`config.mk`:
```
export PLATFORM = sky130hd
export DESIGN_NAME = wse_divider
export DESIGN_NICKNAME = d
export VERILOG_FILES = /design/src/rtl/core/wse_pkg.sv /design/src/rtl/core/wse_divider.sv
export SDC_FILE = /design/constraint.sdc
export NUM_CORES = 1
export LEC_CHECK = 0
export BUFFER_PORTS_ARGS = -buffer_cell sky130_fd_sc_hd__buf_2
export CAP_MARGIN = 0
export CORE_MARGIN = 8
export CORE_UTILIZATION = 45
export DETAILED_ROUTE_END_ITERATION = 6
export GPL_TIMING_DRIVEN = 0
export PLACE_DENSITY = 0.74
export SETUP_SLACK_MARGIN = 0.4
export SLEW_MARGIN = 20
export SYNTH_ARGS = -nofsm -noshare
export SYNTH_HDL_FRONTEND = slang
export SYNTH_SLANG_ARGS = --single-unit
```
`constraint.sdc`:
```
create_clock -name clock -period 3.75 [get_ports clock]
set_input_delay 0.5625 -clock clock [delete_from_list [all_inputs] [get_ports clock]]
set_output_delay 0.5625 -clock clock [all_outputs]
set_load 0.1 [all_outputs]
```
`src/rtl/core/wse_pkg.sv`:
```
// ----------------------------------------------------------------------------
// wse_pkg: shared types and constants for the windowed slope estimator
// Holds field widths, the history depth and the request and response structs.
// ----------------------------------------------------------------------------
package wse_pkg;

   localparam int MaxWindow = 4;
   localparam int HistDepth = MaxWindow + 1;
   localparam int PtrW = $clog2(HistDepth);
   localparam int TermW = 3;
   localparam int DataW = 32;
   // Dividend |dv*1000| < 2^43, sum of up to 4 slopes < 2^45.
   localparam int NumW = 48;
   localparam int DenW = 33;
   localparam int CntW = $clog2(NumW + 1);
   localparam logic [2:0] WindowReset = 3'd1;
   localparam logic [0:0] RegWindow = 1'b0;

   typedef struct packed {
      logic [DataW-1:0] time_ms;
      logic signed [DataW-1:0] altitude_mm;
      logic signed [DataW-1:0] speed_mm_s;
   } req_type;

   typedef struct packed {
      logic signed [DataW-1:0] velocity_est_mm_s;
      logic [TermW-1:0] velocity_terms;
      logic signed [DataW-1:0] accel_est_mm_s2;
      logic [TermW-1:0] accel_terms;
      logic clipped;
   } rsp_type;

endpackage

```
`src/rtl/core/wse_divider.sv`:
```
// ----------------------------------------------------------------------------
// wse_divider: bit-serial signed divider
// Restoring division, one quotient bit per cycle, truncating toward zero.
// ----------------------------------------------------------------------------
module wse_divider (
   input  logic clock,
   input  logic reset,
   input  logic start,
   input  logic signed [wse_pkg::NumW-1:0] numer,
   input  logic signed [wse_pkg::DenW-1:0] denom,
   output logic done,
   output logic signed [wse_pkg::NumW-1:0] quot
);
   import wse_pkg::*;

   logic [NumW-1:0] q_ff, q_in;
   logic [DenW:0] rem_ff, rem_in;
   logic [DenW-1:0] d_ff, d_in;
   logic neg_ff, neg_in;
   logic [CntW-1:0] cnt_ff, cnt_in;
   logic busy_ff, busy_in;
   logic done_ff, done_in;
   logic [DenW:0] trial;

   always_comb begin
      q_in = q_ff;
      rem_in = rem_ff;
      d_in = d_ff;
      neg_in = neg_ff;
      cnt_in = cnt_ff;
      busy_in = busy_ff;
      done_in = 1'b0;
      trial = {rem_ff[DenW-1:0], q_ff[NumW-1]} - {1'b0, d_ff};
      if (start) begin
         q_in = numer[NumW-1] ? NumW'(-numer) : NumW'(numer);
         d_in = denom[DenW-1] ? DenW'(-denom) : DenW'(denom);
         neg_in = numer[NumW-1] ^ denom[DenW-1];
         rem_in = '0;
         cnt_in = CntW'(NumW);
         busy_in = 1'b1;
      end else if (busy_ff) begin
         if (!trial[DenW]) begin
            rem_in = trial;
            q_in = {q_ff[NumW-2:0], 1'b1};
         end else begin
            rem_in = {rem_ff[DenW-1:0], q_ff[NumW-1]};
            q_in = {q_ff[NumW-2:0], 1'b0};
         end
         cnt_in = cnt_ff - 1'b1;
         if (cnt_ff == CntW'(1)) begin
            busy_in = 1'b0;
            done_in = 1'b1;
         end
      end
   end

   always_ff @(posedge clock) begin
      if (reset) begin
         busy_ff <= 1'b0;
         done_ff <= 1'b0;
         cnt_ff <= '0;
      end else begin
         busy_ff <= busy_in;
         done_ff <= done_in;
         cnt_ff <= cnt_in;
      end
      q_ff <= q_in;
      rem_ff <= rem_in;
      d_ff <= d_in;
      neg_ff <= neg_in;
   end

   assign done = done_ff;
   assign quot = neg_ff ? -$signed(q_ff) : $signed(q_ff);
endmodule

```
### Yosys cells after proc, flatten, opt, wreduce, memory -nomap -nowiden

Index checks and enable logic that the tools add are counted.
Widths: inputs -> output; s select.

| storage, ports and cells | value |
|---|---|
| bits of input ports | 84 |
| RAM bits | 0 |
| output and inout port bits | 49 |
| memory bits (read-only) | 0 |
| register bits | 123 |
| logic and storage cells | 33 |
| memories | 0 |
| bits in latches | 0 |

| operators by class | value |
|---|---|
| muxes and demuxes | 13 |
| equal/unequal tests | 1 |
| magnitude comparators | 0 |
| div/mod/pow operators | 0 |
| bitwise gates (word level) | 2 |
| $add $sub $neg | 5 |
| multipliers | 0 |
| shift-type cells | 0 |
| reductions and logical operators | 3 |

Operator list:

| operator | count |
|---|---|
| $mux 48 | 4 |
| $neg 48->48 | 2 |
| $sub 34x33->34 | 1 |
| $mux 33 | 1 |
| $neg 33->33 | 1 |
| $mux 32 | 1 |
| $mux 6 | 2 |
| $eq 6x1->1 const B | 1 |
| $sub 6x1->6 const B | 1 |
| $mux 1 | 5 |
| $reduce_or 3->1 | 1 |
| $reduce_bool 2->1 | 1 |
| $reduce_or 2->1 | 1 |
| $not 1->1 | 1 |
| $xor 1x1->1 | 1 |

### Depth between registers and ports, before layout

Gate-level depths: netlist of run 1.

| logic depth | value |
|---|---|
| depth in word-level cells | 4 |
| gate-level depth with buffers | 14 |

### Worst setup path after synthesis of run 1

Ideal clock, no wire load.

| timing | value |
|---|---|
| kind | reg2out |
| start point | register q_ff[29] |
| end point | output port quot[47] (netlist name) |
| required time | 3.188 ns |
| cell stages (with the launch flop) | 10 |
| path slack | -1.334 ns |
| arrival time | 4.521 ns |
| path buffers | 0 |
| cell sequence | edfxtp_1 or3_4 or4_4 or4_4 or3_1 or3_1 or3_4 o31ai_1 nand2_1 xnor2_1 |

| between the ends | value |
|---|---|
| cells in the longest elaborated chain, start to end | 2 |

RTL lines:

| element | RTL line | source |
|---|---|---|
| start, declared | wse_divider.sv:16 | `logic [NumW-1:0] q_ff, q_in;` |
| start signal, assigned | wse_divider.sv:67 | `q_ff <= q_in;` |
| $neg 48->48 | wse_divider.sv:74 | `assign quot = neg_ff ? -$signed(q_ff) : $signed(q_ff);` |
| $mux 48 | wse_divider.sv:74 |  |
| end, declared | wse_divider.sv:12 | `output logic signed [wse_pkg::NumW-1:0] quot` |

No other way between the ends.

### Final worst setup path of run 1

| timing | value |
|---|---|
| start point | register q_ff[27] |
| end point | output port quot[44] (netlist name) |

The elaborated chain is that of the path after synthesis.

==> results of run 1 <==
-- stage by stage --
stage / instance area, um2 / instances / util, % / power (mW)
4_1_cts: 11990 / 1493 / 59.62 / 5.679
6_report: 12370 / 1507 / 61.53 / 5.798
3_5_place_dp: 10650 / 1433 / 52.96 / 3.838
3_3_place_gp: 10630 / 1432 / 52.86 / 3.809
5_1_grt: 12370 / 1506 / 61.52 / 6.024
2_1_floorplan: 9633 / 1031 / - / 3.417
-- worst max path at each step --
| stage | to | slack [ns] | start | cells after the start |
|---|---|---|---|---|
| 2_1_floorplan | quot[45] | -0.46 | q_ff[29] | 9 |
| 3_3_place_gp | quot[44] | -0.87 | q_ff[29] | 10 |
| 3_5_place_dp | quot[44] | -0.88 | q_ff[29] | 10 |
| 4_1_cts | quot[44] | -0.88 | q_ff[27] | 10 |
| 5_1_grt | quot[45] | -1.02 | q_ff[27] | 11 |
| 6_report | quot[44] | -0.95 | q_ff[27] | 10 |
-- cells by family after synthesis --
group,after synthesis
fa+ha+maj,39
flops,123
xor+xnor,157
simple gates,311
compound gates,263
mux,41
buf+inv,97
-- registers in the layout (all words and copies together) (netlist names) --
name / cells
q_ff: 48
d_ff: 33
rem_ff: 33
cnt_ff: 6
busy_ff: 1
done: 1
neg_ff: 1
-- power by group through the flow --
| stage | clock, mW | sequential [mW] | combinational [mW] |
|---|---|---|---|
| after global routing | 1.68 | 1.79 | 2.56 |
| after CTS | 1.61 | 1.75 | 2.32 |
| after global placement | 0 | 1.78 | 2.03 |
| final | 1.60 | 1.77 | 2.43 |
| after floorplan | 0 | 1.74 | 1.67 |
| after detailed placement | 0 | 1.78 | 2.06 |
-- Yosys cell counts, types with 3 or more instances --
| cell | instances | share of area, % |
|---|---|---|
| xnor2_1 | 98 | 9.4 |
| nor2_1 | 95 | 3.9 |
| nand2_1 | 86 | 3.5 |
| edfxtp_1 | 82 | 27 |
| a21oi_1 | 78 | 4.3 |
| o21ai_0 | 62 | 3.4 |
| xor2_1 | 59 | 5.6 |
| inv_1 | 52 | 2.1 |
| dfxtp_1 | 41 | 8.9 |
| clkbuf_1 | 39 | 1.6 |
| ha_1 | 38 | 5.2 |
| o31ai_1 | 35 | 2.9 |
| mux2i_1 | 28 | 3.1 |
| a211oi_1 | 21 | 1.7 |
| or3_1 | 17 | 1.2 |
| or4_1 | 17 | 1.4 |
| o41ai_1 | 16 | 1.5 |
| mux2_2 | 13 | 1.6 |
| nand2b_1 | 11 | 0.75 |
| nor3_1 | 11 | 0.60 |
| nor4_1 | 10 | 0.68 |
| a21o_1 | 9 | 0.74 |
| and3_1 | 9 | 0.61 |
| nand3_1 | 9 | 0.49 |
| nand4_1 | 7 | 0.48 |
| nor2b_1 | 6 | 0.41 |
| or2_2 | 6 | 0.41 |
| a31oi_1 | 5 | 0.34 |
| and2_1 | 5 | 0.34 |
| buf_1 | 5 | 0.20 |
| nor3b_1 | 5 | 0.41 |
| nor4b_1 | 4 | 0.38 |
| o21a_1 | 4 | 0.33 |
| a31o_2 | 3 | 0.29 |
| nand3b_1 | 3 | 0.25 |
| o21bai_1 | 3 | 0.25 |
-- critical path, delay by kind of cell, from the launching register on --
kind	cells	cell delay (ns)
flip-flops	1	0.41
buffers and inverters	1	0.20
AO/OA/AOI/OAI	1	0.27
XOR/XNOR	1	0.17
AND/OR/NAND/NOR	7	2.66
-- timing repair --
item	in CTS	in global routing
setup buffers	28	13
endpoints found under the hold margin	0	0
setup endpoints to repair	78	70
gates resized for setup	146	60
pin swaps	23	21
-- final cells by class --
class	count	area [um2]	share of cell area (%)
multi-input combinational	811	6354	51.36
sequential	123	3283	26.54
timing repair buffer	173	1410	11.40
clock buffer	19	442.9	3.580
tap	270	337.8	2.731
buffer	45	220.2	1.780
inverter	52	195.2	1.578
clock inverter	13	125.1	1.011
antenna	1	2.502	0.02023
-- metal layers --
metal / part of all wire (%) / routed length (um) / track usage, %
met1: 41 / 11650 / 27.08
met2: 48 / 13730 / 34.83
met3: 8.7 / 2506 / 4.369
met4: 2.8 / 815 / 7.576
met5: 0 / 0 / 0
==> impl_metrics.toml, run 1 <==
[run_status]
status = "finished with violations"
violations = "negative setup slack"

[worst_setup_path]
cp_slowest_stage_delay_ns = 0.45
worst_ep_arrival_time_ns = 4.14
required_ns = 3.19
worst_path_max_delay_cell = "or4_4"
cp_max_fo = 4
r2r_slack_ns = 0.58
path_cells = "or3_4 > or4_4 > or4_4 > or3_4 > or3_4 > or3_4 > or2_4 > o31ai_4 > xnor2_4 > buf_12"
cp-end-kind = "output port"
timing.rr.start = "rem_ff[27]"
crit_type = "register to output port"
startpoint_type = "register"
r2r_cells = 11
path_common_cell = "or3_4"
r2r_end = "rem_ff[30]"

[floorplan]
die-area_um2 = 25210
core_area_um2 = 20100
fp.dieW_um = 158.8
initial_core_util_pct = 45.64
die_h_um = 158.8
rows = 52
ioPinCount = 133

[layout]
syn_to_final_growth_pct = 34.83
final_common_cell = "buf_2"
fillCellCount = 1606
drive_gt1_share_pct = 26.13
most-common-layout-cells = "99 x buf_2, 94 x nor2_1, 82 x edfxtp_1, 79 x xnor2_1, 75 x nand2_1"
final_nets = 1346

[synth]
synth_nets = 1154
synth_top_family_by_area = "compound AO/OA/AOI/OAI gates"
async_flop_share_pct = 0
ys_seq_elements = 123
synth-main-ff-cell = "edfxtp_1"
ys_warn_count = 0
synth_edf_count = 82
synth_xor_area_share_pct = 14.99
synth.distinct_cells = 63
syn_avg_cell_area_um2 = 8.899
synth_adder_area_share_pct = 5.400
syn_area_um2 = 9175
yosysSeqAreaShare_pct = 35.78
syn-instance-count = 1031
synth_compound_area_share_pct = 18.37
yosys.area_share.simple_pct = 16.80
synthMuxAreaShare_pct = 4.650

[sta]
rsz0062_at_grt = "true"
setup_viol = 12
max-slew-margin-rel_pct = 43.66
whs_ns = 0.3774
tns_ns = -6.369
hold_violations = 0
final-max-slew-violation-count = 0
min_period_over_period_pct = 125.4
worst_pin_slew_ns = 0.8420
setup_slack_ns = -0.9529
finClkSkew_ns = 0.007734
fmax_mhz = 212.6
fin_crit_ns = 4.703

[run]
maxCapViolations = 0

[clock_tree]
cts_tree = "built"
hold_buffers = 0
clk_latency_ns = 0.42
numCtsBuffers = 17
htree_levels = 4
path_clk_slew_ns = 0.05
clock_path_buffers = 2
clockRootBuffer = "clkbuf_16"
clock_sinks = 123

[route]
drc = 0
drtIter0Drc = 769
num_vias = 8821
drtPass1Iterations = 5
ant_nets = 0
wirelength_mm = 28.70
wl_per_cell_um = 19.04
vias_per_cell = 5.853

[power_and_ir_drop]
swShare_pct = 41.11
p_seq_share_pct = 30.5
p_leak_nw = 4.810
irDropWorstVdd_v = 0.0003229
p_int_mw = 3.414
comb_power_share_pct = 42.0
power_frac_clock_pct = 27.5
switching_power_mw = 2.384
pwr_density_cell_nw_per_um2 = 468.7

[global_route]
antenna_found_initial = 0
grt_pass1_vias = 8591
grt_overflow = 0
grt_first_pass_wirelength_mm = 44.16
grt_max_degree = 36
grt_usage_pct = 21.19

[worst_hold_path]
min-delay-start = "denom[0]"
hp-class = "input pin to register"
min_to = "d_ff[0]"
hold_path_depth = 1

[placed_design]
dpl_worst_slack_ns = -0.8818
port_buffers = 131
finalWeightedCongestion = 0.9205
dp_hpwl_mm = 19.49
(Power assumes the default switching activity.)
==> run 2, diff against run 1 <==
Settings changed: PLACE_DENSITY 0.74 to 0.71.
Clock period 3.75 ns to 5.5 ns, I/O delays scaled along.
==> run 2 against run 1 <==
Net effect:
- the flow now finishes without violations
- first-iteration DRC count shrank 18%
- clock skew shrank 0.0017 ns
- global-route usage shrank 1.7 points
- total power fell by 36%
- sequential cell count stayed put
- clock power decreased by 29%
- critical path depth stayed put
- worst hold slack improved by 0.12 ns
- non-clock buffer count down 38
- largest cell class unchanged
- largest power group unchanged
==> impl_metrics.toml, run 2 (synthesis gave the netlist of run 1 again) <==
[run_status]
status = "complete, no violations"

[placed_design]
finalWeightedCongestion = 0.8750
dp_hpwl_mm = 18.96
port_buffers = 131
dpl_worst_slack_ns = 0.7643
placedCellCount = 1433

[worst_setup_path]
cp_slowest_stage_delay_ns = 0.45
worst_path_max_delay_cell = "or4_4"
path_cells = "or3_4 > or4_4 > or4_4 > or3_1 > or3_1 > or3_4 > or2_4 > o31ai_4 > xnor2_1 > buf_6"
startpoint_type = "register"
worst_ep_arrival_time_ns = 4.18
path_buf_inv = 1
r2r_slack_ns = 1.28
r2r_end = "rem_ff[26]"
cp-end-kind = "output port"
crit_family = "simple AND/OR/NAND/NOR gates"
r2r_cells = 11
timing.rr.start = "rem_ff[27]"
crit_type = "register to output port"
required_ns = 4.68
cp_max_fo = 4

[floorplan]
ioPinCount = 133
die-area_um2 = 25210
rows = 52
die_h_um = 158.8
core_area_um2 = 20100
initial_core_util_pct = 45.64
fp.dieW_um = 158.8

[global_route]
grt_usage_pct = 19.44
antenna_found_initial = 1
grt_first_pass_wirelength_mm = 40.46
grt_max_degree = 36
grt_pass1_vias = 7969
grt_overflow = 0

[power_and_ir_drop]
comb_power_share_pct = 37.0
power_frac_clock_pct = 31.0
p_seq_share_pct = 32.0
pwr_density_cell_nw_per_um2 = 338.8
p_leak_nw = 4.180
power_mw = 3.682
p_int_mw = 2.140
irDropWorstVdd_v = 0.0002512
switching_power_mw = 1.542
swShare_pct = 41.88

[layout]
reg_top3 = "q_ff (48), d_ff (33), rem_ff (33)"
most-common-layout-cells = "125 x buf_2, 97 x xnor2_1, 95 x nor2_1, 86 x nand2_1, 82 x edfxtp_1"
largest_reg_flops = 48
post_layout_nonfiller_instances = 1470
final_nets = 1308
final_common_cell = "buf_2"
syn_to_final_growth_pct = 18.44
drive_gt1_share_pct = 16.78
regMostFlops = "q_ff"

[clock_tree]
clk_latency_ns = 0.42
hold_buffers = 0
clock_path_buffers = 2
clock_sinks = 123
htree_levels = 4
clockRootBuffer = "clkbuf_16"
cts_tree = "built"
path_clk_slew_ns = 0.06
numCtsBuffers = 17

[route]
drtPass1Iterations = 5
ant_nets = 0
num_vias = 8192
wirelength_mm = 24.62
wl_per_cell_um = 16.75
drc = 0
drtIter0Drc = 627
vias_per_cell = 5.573

[sta]
whs_ns = 0.4960
setup_slack_ns = 0.4929
worst_pin_slew_ns = 0.7860
final-max-slew-violation-count = 0
fmax_mhz = 199.7
tns_ns = 0
rsz0062_at_grt = "false"
min_period_over_period_pct = 91.04
finClkSkew_ns = 0.006062
setup_viol = 0
hold_violations = 0
max-slew-margin-rel_pct = 47.60
fin_crit_ns = 5.007

[worst_hold_path]
min_to = "rem_ff[28]"
hold_path_depth = 2
min-delay-start = "rem_ff[28]"
hp-class = "register to register"

[run]
maxCapViolations = 0
run 2: cell types whose count changed in the layout (fill, tap and decap cells not counted), sizes merged:
cell,previous run,this run
clkinv,7,4
inv,53,59
diode,1,2
bufinv,2,0
buf,176,139
clkbuf,61,62
clkinvlp,3,0
run 2: stage by stage:
| stage | cell area (um2) | util, % |
|---|---|---|
| global route | 10860 | 54.04 |
| detailed placement | 10210 | 50.79 |
| floorplan | 9198 | - |
| finish | 10870 | 54.05 |
| CTS | 10830 | 53.85 |
| global placement | 10190 | 50.69 |
run 2: worst max-delay path by stage:
| stage | startpoint | end | slack, ns | cells past startpoint |
|---|---|---|---|---|
| final | q_ff[29] | quot[44] | 0.49 | 10 |
| after global routing | q_ff[29] | quot[45] | 0.40 | 10 |
| after CTS | q_ff[28] | quot[44] | 0.41 | 10 |
| after detailed placement | q_ff[29] | quot[44] | 0.76 | 10 |
| after global placement | q_ff[29] | quot[44] | 0.78 | 10 |
| after floorplan | q_ff[29] | quot[41] | 0.69 | 8 |
run 2: final cells by class:
type,count,area [um2]
well taps,270,337.8
clock buffers,21,514.2
diodes,2,5.005
repair buffers,135,720.7
flip-flops and latches,123,3283
plain buffers,45,172.7
multi-input cells,811,5547
clock inverters,11,91.34
inverters,52,195.2
fillers,1848,9238
run 2: repair_timing:
action                     4_1_cts  5_1_grt
buffers inserted                 0        3
gates cloned                     0        0
resized for setup                4        4
setup endpoints to repair        4        5
run 2: power by group through the flow:
stage               Combinational [mW]  Clock (mW)  Sequential (mW)
floorplan                         1.09           0             1.17
global placement                  1.33           0             1.19
detailed placement                1.35           0             1.20
CTS                               1.35        1.16             1.18
global route                      1.46        1.20             1.19
finish                            1.36        1.14             1.18
run 2: worst register-to-register path, stage by stage, from the launching register on:
cell and delay, ns:
dfxtp_1 0.34, ha_1 0.40, a21oi_1 0.27, o21ai_0 0.18
a221o_1 0.35, a221o_1 0.34, a21oi_1 0.40, xnor2_1 0.22
buf_1 0.48, buf_1 0.62, nand3_1 0.23, a311oi_1 0.29
run 2: layer usage:
layer	up-vias	global-route usage [%]	routed length [um]
met3	35	4.266	1988
met5	-	0	0
met4	0	6.580	428
met1	3795	26.14	11160
met2	301	30.34	11050
li1	4061	-	-
